`src/rtl/perspective_project_clip_fade_macros.svh`:
```
// Assertion macros for the perspective projection block.
`ifndef PERSPECTIVE_PROJECT_CLIP_FADE_MACROS_SVH
`define PERSPECTIVE_PROJECT_CLIP_FADE_MACROS_SVH

// Implication in the same cycle, checked outside reset.
`define PPCF_ASSERT_NOW(label, ante, cons, msg) \
	label: assert property (@(posedge clk) disable iff (!arst_n) (ante) |-> (cons)) \
		else $error(msg);

// Implication in the next cycle, checked outside reset.
`define PPCF_ASSERT_NEXT(label, ante, cons, msg) \
	label: assert property (@(posedge clk) disable iff (!arst_n) (ante) |=> (cons)) \
		else $error(msg);

`endif

```
`src/rtl/ppcf_pkg.sv`:
```
// Shared constants for the perspective projection block.
package ppcf_pkg;

	localparam logic [2:0] REG_XY_GAIN   = 3'd0;
	localparam logic [2:0] REG_DEPTH_OFS = 3'd1;
	localparam logic [2:0] REG_NEAR      = 3'd2;
	localparam logic [2:0] REG_FAR       = 3'd3;
	localparam logic [2:0] REG_FADE_BASE = 3'd4;
	localparam logic [2:0] REG_FADE_MODE = 3'd5;
	localparam logic [2:0] REG_FADE_MIN  = 3'd6;
	localparam logic [2:0] REG_FADE_MAX  = 3'd7;

	localparam logic [2:0] FADE_OFF   = 3'd0;
	localparam logic [2:0] FADE_LIN_Z = 3'd1;
	localparam logic [2:0] FADE_SQ_Z  = 3'd2;
	localparam logic [2:0] FADE_LIN_R = 3'd3;
	localparam logic [2:0] FADE_SQ_R  = 3'd4;

	localparam logic [31:0] RST_XY_GAIN   = 32'd65536;
	localparam logic [31:0] RST_DEPTH_OFS = 32'd0;
	localparam logic [30:0] RST_NEAR      = 31'd16384;
	localparam logic [30:0] RST_FAR       = 31'd6553600;
	localparam logic [30:0] RST_FADE_BASE = 31'd65536;
	localparam logic [2:0]  RST_FADE_MODE = FADE_LIN_Z;
	localparam logic [31:0] RST_FADE_MIN  = 32'd32768;
	localparam logic [31:0] RST_FADE_MAX  = 32'd98304;

	localparam logic [15:0] SCR_ONE     = 16'h4000;
	localparam logic [15:0] SCR_NEG_ONE = 16'hC000;
	localparam logic [15:0] COL_FULL    = 16'h8000;
	localparam logic [31:0] FAC_CAP     = 32'hFFFF_FFFF;

	localparam int SCR_Q_W = 15;
	localparam int RAD_W   = 64;
	localparam int ROOT_W  = RAD_W / 2;
	localparam int FAC_W   = 32;
	localparam int DLY_A   = ROOT_W;
	localparam int DLY_B   = ROOT_W - SCR_Q_W;
	localparam int DLY_C   = FAC_W;
	localparam int LAT     = 3 + ROOT_W + 1 + FAC_W + 3;

endpackage

```
`src/rtl/ppcf_delay.sv`:
```
// Enabled delay line that keeps side data aligned with the long units.
module ppcf_delay import ppcf_pkg::*; #(
	parameter int W = 8,
	parameter int D = 4
) (
	input  logic         clk,
	input  logic         en,
	input  logic [W-1:0] din,
	output logic [W-1:0] dout
);

	logic [W-1:0] dl_q [D];

	always_ff @(posedge clk) begin
		if (en) begin
			dl_q[0] <= din;
			for (int i = 1; i < D; i++) begin
				dl_q[i] <= dl_q[i-1];
			end
		end
	end

	assign dout = dl_q[D-1];

endmodule

```
`config.mk`:
```
export PLATFORM = sky130hd
export DESIGN_NAME = ppcf_delay
export DESIGN_NICKNAME = d
export VERILOG_FILES = /design/src/rtl/perspective_project_clip_fade_macros.svh /design/src/rtl/ppcf_pkg.sv /design/src/rtl/ppcf_delay.sv
export SDC_FILE = /design/constraint.sdc
export NUM_CORES = 1
export LEC_CHECK = 0
export BUFFER_PORTS_ARGS = -buffer_cell sky130_fd_sc_hd__buf_2
export CORE_MARGIN = 2
export CORE_UTILIZATION = 55
export CTS_CLUSTER_SIZE = 14
export DETAILED_ROUTE_END_ITERATION = 12
export PLACE_DENSITY = 0.81
export SLEW_MARGIN = 20
export SYNTH_ARGS = -nofsm -noshare
export SYNTH_HDL_FRONTEND = slang
export SYNTH_SLANG_ARGS = --single-unit
export TNS_END_PERCENT = 10
```
`constraint.sdc`:
```
create_clock -name clk -period 1.05 [get_ports clk]
set_input_delay 0.0525 -clock clk [delete_from_list [all_inputs] [get_ports clk]]
set_output_delay 0.0525 -clock clk [all_outputs]
set_load 0.01 [all_outputs]
```
==> impl_metrics.toml <==
[status]
status = "completed"

[route]
drt_iter0_markers = 7
routed_via_density = 4.67
drc = 0
wl_um = 946
drt-wirelength-per-cell_um = 11.3
drtPass1Iterations = 4
ant_nets = 0
via_count = 392

[worst_hold_path]
hold_depth = 2
hold_end = "dl_q[0][3]"
hold_start = "en"
worstHoldPathType = "in -> reg"

[clock_tree]
htree_levels = 2
clockRootBuffer = "clkbuf_4"
post_cts_buffers = 0
clk-insertion-delay-late_ns = 0.30
cts.clk_slew.worst_paths_ns = 0.09
cts_buffers = 5
clockBufferDepth = 2
tritoncts = "yes"
cts_sinks = 32

[global_route]
grt_antenna_before_repair = 0
grt_use_total_pct = 10.7
grt_pass1_vias = 342
overflow = 0
grt_max_degree = 25
grt_first_pass_wirelength_um = 1370

[synthesis]
syn_nets = 42
synth_cells = 32
synth_seq_cells = 32
yosysWarnings = 0
synth_area_per_cell_um2 = 30.0
ys_types = 1
yosysSeqAreaShare_pct = 100
syn-cell-area_um2 = 961

[timing]
drv_slew = 0
setup_tns_ns = 0
layout_setup_ws_ns = 0.188
setup_viol = 0
fin_skew_ns = 0.00366
post-route-period-util_pct = 82.1
hold_violations = 0
period_minus_slack_ns = 0.862
max_freq_ghz = 1.16
rsz0062_at_grt = "false"
max_slew_margin_pct = 91.7
worst_slew_pin_slew_ns = 0.124

[worst_setup_path]
crit_fanout = 1
regToRegEndpoint = "dl_q[3][6]"
critPathKind = "reg -> out"
cp.arrival_ns = 0.81
reg2reg_from = "dl_q[2][6]"
cp_num_buf_inv = 1
crit_chain = "buf_2"
startpoint_type = "flip-flop"
worstPathRequired_ns = 1.00
worstSetupEndpointType = "output port"
rrSetupSlack_ns = 0.42
cp_slowest_cell = "edfxtp_1"
max_stage_delay_ns = 0.36
cpLargestDelayFamily = "flip-flops"
crit_start = "dl_q[3][7]"
rr_worst_depth = 0

[die]
initial_utilization_pct = 56.9
dieArea_um2 = 2100
die_h_um = 45.8
core_um2 = 1690
die_w_um = 45.8
ios = 18
num_rows = 15

[cells_and_area]
n_antenna_cell = 0
top_register = "dl_q"
fillCellCount = 105
reg_top3 = "dl_q (32)"
multiInputGateArea_um2 = 0
layout.nets = 76
largest_register_ffs = 32
post-route-util_pct = 72.6
synthToLayoutAreaGrowth_pct = 27.6
final_common_cell = "edfxtp_1"
seqCellArea_um2 = 961
final_cell_mix = "edfxtp_1, buf_2, dlygate4sd3_1"
multi_input_gates = 0
drive_gt1_share_pct = 38.8
layoutNonFillerInstCount = 84

[placed_design]
port_buffers = 17
dp_worst_setup_slack_ns = 0.404
dp_cells = 68
gp_congestion = 0.580

[power_and_ir_drop]
pwr_density_cell_nw_per_um2 = 1800
leakage_nw = 0.460
ir_worst_vdd_mv = 1.21

[job]
max_cap_viol_count = 0
-- logic make-up (layout without fill, tap and decap cells) --
logic type	after synthesis	in the layout	share of synthesized area, %
buffers and inverters	0	35	0
flip-flops	32	32	100
-- area by class of cell --
cell class	count	area share (%)
Clock buffer	5	3.06
Tap cell	17	1.73
Clock inverter	3	1.12
Timing Repair Buffer	27	15.7
Sequential cell	32	78.4
-- worst max-delay path by stage --
stage / endpoint / slack, ns / cells after the start
detailed placement: dl_q[3][7] / 0.40 / 2
CTS: dout[7] / 0.16 / 1
global route: dout[7] / 0.12 / 1
floorplan: dl_q[1][0] / 0.46 / 0
finish: dout[7] / 0.19 / 1
global placement: dl_q[3][2] / 0.41 / 2
-- timing repair --
action,in CTS,in global routing
resized for setup,0,0
hold buffers,8,0
hold endpoints to repair,8,0
-- report_power, final --
| group | total, W | switching [W] | leakage, nW | internal, W |
|---|---|---|---|---|
| combinational | 0.0000960 | 0.0000440 | 0.114 | 0.0000520 |
| sequential | 0.00152 | 0.0000171 | 0.313 | 0.00150 |
| clock | 0.000591 | 0.000347 | 0.0324 | 0.000245 |
-- metal layers --
metal	vias up	part of all wire (%)	track usage [%]
met2	21	55	18.0
met4	0	1.5	8.57
met3	2	8.1	5.95
met5	-	0	0
li1	196	-	-
met1	173	35	8.96
-- cell usage after synthesis --
library cell  count  area share (%)
edfxtp_1         32             100
-- stage by stage --
step / hold slack [ns] / total power [W] / instance area [µm²]
after floorplan: 0.151 / 0.00156 / 961
after global placement: 0.229 / 0.00162 / 1090
after detailed placement: 0.231 / 0.00162 / 1090
after CTS: 0.146 / 0.00224 / 1230
after global routing: 0.168 / 0.00231 / 1230
final: 0.159 / 0.00221 / 1230
Note: power is estimated with default switching activity, not from simulation.
