==> src/rtl/perspective_project_clip_fade_macros.svh <==
// Assertion macros for the perspective projection block.
`ifndef PERSPECTIVE_PROJECT_CLIP_FADE_MACROS_SVH
`define PERSPECTIVE_PROJECT_CLIP_FADE_MACROS_SVH

// Implication in the same cycle, checked outside reset.
`define PPCF_ASSERT_NOW(label, ante, cons, msg) \
	label: assert property (@(posedge clk) disable iff (!arst_n) (ante) |-> (cons)) \
		else $error(msg);

// Implication in the next cycle, checked outside reset.
`define PPCF_ASSERT_NEXT(label, ante, cons, msg) \
	label: assert property (@(posedge clk) disable iff (!arst_n) (ante) |=> (cons)) \
		else $error(msg);

`endif

==> src/rtl/ppcf_pkg.sv <==
// Shared constants for the perspective projection block.
package ppcf_pkg;

	localparam logic [2:0] REG_XY_GAIN   = 3'd0;
	localparam logic [2:0] REG_DEPTH_OFS = 3'd1;
	localparam logic [2:0] REG_NEAR      = 3'd2;
	localparam logic [2:0] REG_FAR       = 3'd3;
	localparam logic [2:0] REG_FADE_BASE = 3'd4;
	localparam logic [2:0] REG_FADE_MODE = 3'd5;
	localparam logic [2:0] REG_FADE_MIN  = 3'd6;
	localparam logic [2:0] REG_FADE_MAX  = 3'd7;

	localparam logic [2:0] FADE_OFF   = 3'd0;
	localparam logic [2:0] FADE_LIN_Z = 3'd1;
	localparam logic [2:0] FADE_SQ_Z  = 3'd2;
	localparam logic [2:0] FADE_LIN_R = 3'd3;
	localparam logic [2:0] FADE_SQ_R  = 3'd4;

	localparam logic [31:0] RST_XY_GAIN   = 32'd65536;
	localparam logic [31:0] RST_DEPTH_OFS = 32'd0;
	localparam logic [30:0] RST_NEAR      = 31'd16384;
	localparam logic [30:0] RST_FAR       = 31'd6553600;
	localparam logic [30:0] RST_FADE_BASE = 31'd65536;
	localparam logic [2:0]  RST_FADE_MODE = FADE_LIN_Z;
	localparam logic [31:0] RST_FADE_MIN  = 32'd32768;
	localparam logic [31:0] RST_FADE_MAX  = 32'd98304;

	localparam logic [15:0] SCR_ONE     = 16'h4000;
	localparam logic [15:0] SCR_NEG_ONE = 16'hC000;
	localparam logic [15:0] COL_FULL    = 16'h8000;
	localparam logic [31:0] FAC_CAP     = 32'hFFFF_FFFF;

	localparam int SCR_Q_W = 15;
	localparam int RAD_W   = 64;
	localparam int ROOT_W  = RAD_W / 2;
	localparam int FAC_W   = 32;
	localparam int DLY_A   = ROOT_W;
	localparam int DLY_B   = ROOT_W - SCR_Q_W;
	localparam int DLY_C   = FAC_W;
	localparam int LAT     = 3 + ROOT_W + 1 + FAC_W + 3;

endpackage

==> src/rtl/ppcf_div_pipe.sv <==
// Pipelined restoring divider, one quotient bit per stage.
module ppcf_div_pipe import ppcf_pkg::*; #(
	parameter int NUM_W = 64,
	parameter int DEN_W = 33,
	parameter int Q_W   = 15
) (
	input  logic             clk,
	input  logic             en,
	input  logic [NUM_W-1:0] num,
	input  logic [DEN_W-1:0] den,
	output logic [Q_W-1:0]   quo
);

	localparam int CMP_W = (NUM_W > DEN_W + Q_W) ? NUM_W : DEN_W + Q_W;

	logic [NUM_W-1:0] rem_q [Q_W];
	logic [DEN_W-1:0] den_q [Q_W];
	logic [Q_W-1:0]   quo_q [Q_W];

	for (genvar i = 0; i < Q_W; i++) begin : g_stg
		localparam int SH = Q_W - 1 - i;
		logic [NUM_W-1:0] rem_in;
		logic [DEN_W-1:0] den_in;
		logic [Q_W-1:0]   quo_in;
		logic [CMP_W-1:0] rext;
		logic [CMP_W-1:0] dsh;
		logic             ge;

		if (i == 0) begin : g_first
			assign rem_in = num;
			assign den_in = den;
			assign quo_in = '0;
		end else begin : g_rest
			assign rem_in = rem_q[i-1];
			assign den_in = den_q[i-1];
			assign quo_in = quo_q[i-1];
		end

		assign rext = CMP_W'(rem_in);
		assign dsh  = CMP_W'(den_in) << SH;
		assign ge   = rext >= dsh;

		always_ff @(posedge clk) begin
			if (en) begin
				rem_q[i] <= ge ? NUM_W'(rext - dsh) : rem_in;
				den_q[i] <= den_in;
				quo_q[i] <= quo_in | (Q_W'(ge) << SH);
			end
		end
	end

	assign quo = quo_q[Q_W-1];

endmodule

==> config.mk <==
export PLATFORM = sky130hd
export DESIGN_NAME = ppcf_div_pipe
export DESIGN_NICKNAME = d
export VERILOG_FILES = /design/src/rtl/perspective_project_clip_fade_macros.svh /design/src/rtl/ppcf_pkg.sv /design/src/rtl/ppcf_div_pipe.sv
export SDC_FILE = /design/constraint.sdc
export NUM_CORES = 2
export LEC_CHECK = 0
export BUFFER_PORTS_ARGS = -buffer_cell sky130_fd_sc_hd__buf_2
export CORE_MARGIN = 2
export CORE_UTILIZATION = 50
export DETAILED_ROUTE_END_ITERATION = 10
export HOLD_SLACK_MARGIN = 0.06
export PLACE_DENSITY = 0.72
export SYNTH_ARGS = -nofsm -noshare
export SYNTH_HDL_FRONTEND = slang
export SYNTH_SLANG_ARGS = --single-unit
==> constraint.sdc <==
create_clock -name clk -period 3.63 [get_ports clk]
set_input_delay 0.5445 -clock clk [delete_from_list [all_inputs] [get_ports clk]]
set_output_delay 0.5445 -clock clk [all_outputs]
set_load 0.005 [all_outputs]
==> impl_metrics.yaml <==
status:
  outcome: "finished with violations"
  failing_checks: "setup timing"
final_layout:
  design.final.nets: 10000
  fillerInstances: 13400
  layout_utilization_pct: 62.1
  layout-drive-gt1-share_pct: 20.8
  flow.area_growth_from_synthesis_pct: 23.5
  design_area_um2: 105000
die:
  initial_utilization_pct: 50.3
  rows: 151
  die_footprint_um2: 174000
  chip_width_um: 417
  coreArea_um2: 169000
  num_io_pins: 114
  fp.dieH_um: 417
sta:
  min_period_ns: 3.66
  fin_skew_ns: 0.0211
  setup_viol_count_final: 7
  maxClockFrequency_ghz: 0.274
  final_hold_viol_count: 0
  fin_crit_sh_pct: 101
  max-slew-margin-rel_pct: 18.7
  worst_pin_slew_ns: 1.21
  finalSetupTns_ns: -0.0979
  fin_ws_ns: -0.0256
  rsz0062_at_grt: "yes"
  timing.final.max_slew_violations: 0
cts:
  cts_num_sinks: 1478
  clock_tree.buffer_depth: 3
  clk_transition_reported_paths_ns: 0.06
  cts_root_buf: "sky130_fd_sc_hd__clkbuf_16"
  cts_buffer_count: 163
  cts_tree: "done"
  clock_tree.htree_level_count: 4
  worstSkewPairLatency_ns: 0.82
synthesis:
  synth-warning-count: 0
  syn-num-nets: 8651
  syn-cell-area_um2: 85300
  synth_common_cells: "sky130_fd_sc_hd__edfxtp_1, sky130_fd_sc_hd__nand2_1, sky130_fd_sc_hd__a21oi_1"
  synth_top_cell_by_area: "sky130_fd_sc_hd__edfxtp_1"
  post_synth_num_cell_types: 95
  area_fraction_in_compound_gates_after_synthesis_pct: 14.1
  synth_largest_type_area_fraction_pct: 52.1
  yosys.area_share.simple_pct: 13.9
  dominant_cells_by_area_after_synthesis: "sky130_fd_sc_hd__edfxtp_1, sky130_fd_sc_hd__ha_1, sky130_fd_sc_hd__xnor2_1"
  synth.avg_cell_area_um2: 10.6
  synth-seq-cells: 1478
  synth-edff-count: 1478
  async_set_or_reset_register_ratio_after_synthesis_pct: 0
  synth.mux.area_fraction_pct: 0.775
  seq_area_frac_synth_pct: 52.1
  ys_dominant_reg_cell: "sky130_fd_sc_hd__edfxtp_1"
  synth_adder_area_share_pct: 7.59
  post_synth_xor_area_fraction_pct: 7.48
  yosysMostFrequentCell: "sky130_fd_sc_hd__edfxtp_1"
  netlist_instances: 8043
  synth_top_family_by_area: "compound AO/OA/AOI/OAI gates"
setup_path:
  worst_setup_path_end_kind: "flip-flop"
  critical_path_class: "flip-flop to flip-flop"
  worstPathBufferInverterCount: 4
  crit_path_cell_trace: "buf_6 > ha_4 > nor2b_4 > o31a_1 > o41a_1 > o31ai_4 > a311oi_2 > buf_4 > nor4_4 > buf_6 > or3_4 > buf_6 > nor4_4 > xor2_1"
  critPathLaunchType: "flip-flop"
  critPathMostFrequentCell: "sky130_fd_sc_hd__buf_6"
  cp_slowest_stage_delay_ns: 0.51
  cpMaxStageDelayCell: "sky130_fd_sc_hd__o41a_1"
  critPathTopFamily: "compound AO/OA/AOI/OAI gates"
  cp_data_required_time_ns: 4.17
  critPathArrivalTime_ns: 4.20
  worstPathMaxFanout: 5
routing:
  post_drt_wl_per_cell_um: 18.6
  wirelength_met1_um: 77000
  drt_wl_total_um: 219000
  drc: 0
  detail_route.vias_per_cell: 5.56
  num_vias: 65400
  detailedRoute.firstPassIterationCount: 8
  routed.top_layer: "met4"
  dr_wl_met2_um: 120000
  antenna_left: 0
  drt_initial_violations: 3939
  met3WireLength_um: 6500
run:
  cap_violations: 0
place:
  dpl_worst_slack_ns: -0.541
  place_area_um2: 97100
  portBuffers: 113
  post-dp-hpwl_um: 171000
  finalWeightedCongestion: 1.02
global_routing:
  grt_total_ovfl: 0
  grt_pass1_vias: 67400
  antenna_found_initial: 1
  grt_max_degree: 99
  grt_pass1_wl_um: 342000
  grt_util_all_layers_pct: 24.8
hold_path:
  hold_path.class: "input pin to flip-flop"
pwr:
  vdd_drop_max_mv: 0.518
  pwr_density_cell_nw_per_um2: 726
  total_leakage_power_uw: 0.0427
  total_power_consumption_of_the_routed_design_uw: 76400
cell type report:
| type | count | area [µm²] | share of cell area (%) |
|---|---|---|---|
| sequential | 1478 | 44400 | 42.2 |
| multi-input combinational | 5655 | 39100 | 37.1 |
| clock inverter | 93 | 915 | 0.869 |
| tap | 2218 | 2780 | 2.64 |
| timing repair buffer | 1469 | 11400 | 10.9 |
| inverter | 647 | 2430 | 2.31 |
| antenna | 1 | 2.50 | 0.00238 |
| clock buffer | 202 | 4290 | 4.07 |
kinds of logic (layout without fill, tap and decap cells):
kind of cell	count (synthesis)	count (layout)
buffers and inverters	910	2411
other	0	1
flip-flops	1478	1478
AND/OR/NAND/NOR	2393	2393
adder cells (fa/ha/maj)	509	509
XOR/XNOR	728	728
multiplexers	59	59
AO/OA/AOI/OAI	1966	1966
cells in the final DEF, fill, tap and decap left out, drive strengths merged, types with 63 or more instances in the layout:
cell type    instances
a21o               262
a21oi              660
buf               1378
clkbuf             203
clkinv              63
dlygate4sd3         90
edfxtp            1478
ha                 495
inv                655
nand2              673
nand2b              86
nand3              142
nand4              159
nor2               578
nor2b               73
nor3               181
nor4               132
o21ai              529
o21bai              76
or3                 86
or4                 63
xnor2              378
xor2               350
sequential cells by signal, summed over array words and instances (netlist names):
signal	flops
quo_q	120
den_q	462
rem_q	896
final timing paths:
check                                      to  slack (ns)     startpoint  depth (start not counted)
worst max-delay path            rem_q[0][381]       -0.03  rem_q[0][266]                         14
worst min-delay path             rem_q[0][18]        0.14        num[18]                          4
worst max register to register  rem_q[0][381]       -0.03  rem_q[0][266]                         14
worst min register to register   quo_q[14][6]        0.41   quo_q[13][6]                          0
layer usage:
metal / vias to the layer above / global-route usage, %
met3: 707 / 2.92
met1: 30700 / 23.7
met5: - / 0
met2: 1698 / 49.3
met4: 0 / 16.0
li1: 32300 / -
tightest hold or removal path: stages:
cell	delay, ns
sky130_fd_sc_hd__buf_2	0.09
sky130_fd_sc_hd__buf_4	0.10
sky130_fd_sc_hd__nand2_1	0.04
sky130_fd_sc_hd__o21ai_0	0.06
power breakdown:
group / switching [µW] / leakage, µW / internal (µW)
sequential: 2180 / 0.0143 / 23900
clock: 6660 / 0.00252 / 9450
combinational: 18300 / 0.0258 / 15900
repair_timing:
| item | 4_1_cts | 5_1_grt |
|---|---|---|
| hold buffers | 90 | 0 |
| setup buffers | 15 | 38 |
| hold endpoints to repair | 90 | 0 |
| pin swaps | 32 | 109 |
| gates cloned | 0 | 1 |
| setup endpoints to repair | 240 | 356 |
| gates resized for setup | 87 | 252 |
per-stage QoR:
stage,cells,hold WS [ns]
after floorplan,8043,0.400
after global placement,11300,0.400
after detailed placement,11300,0.405
after CTS,11700,0.0636
after global routing,11800,0.112
final,11800,0.139
Power figures use the tool's default switching activity.
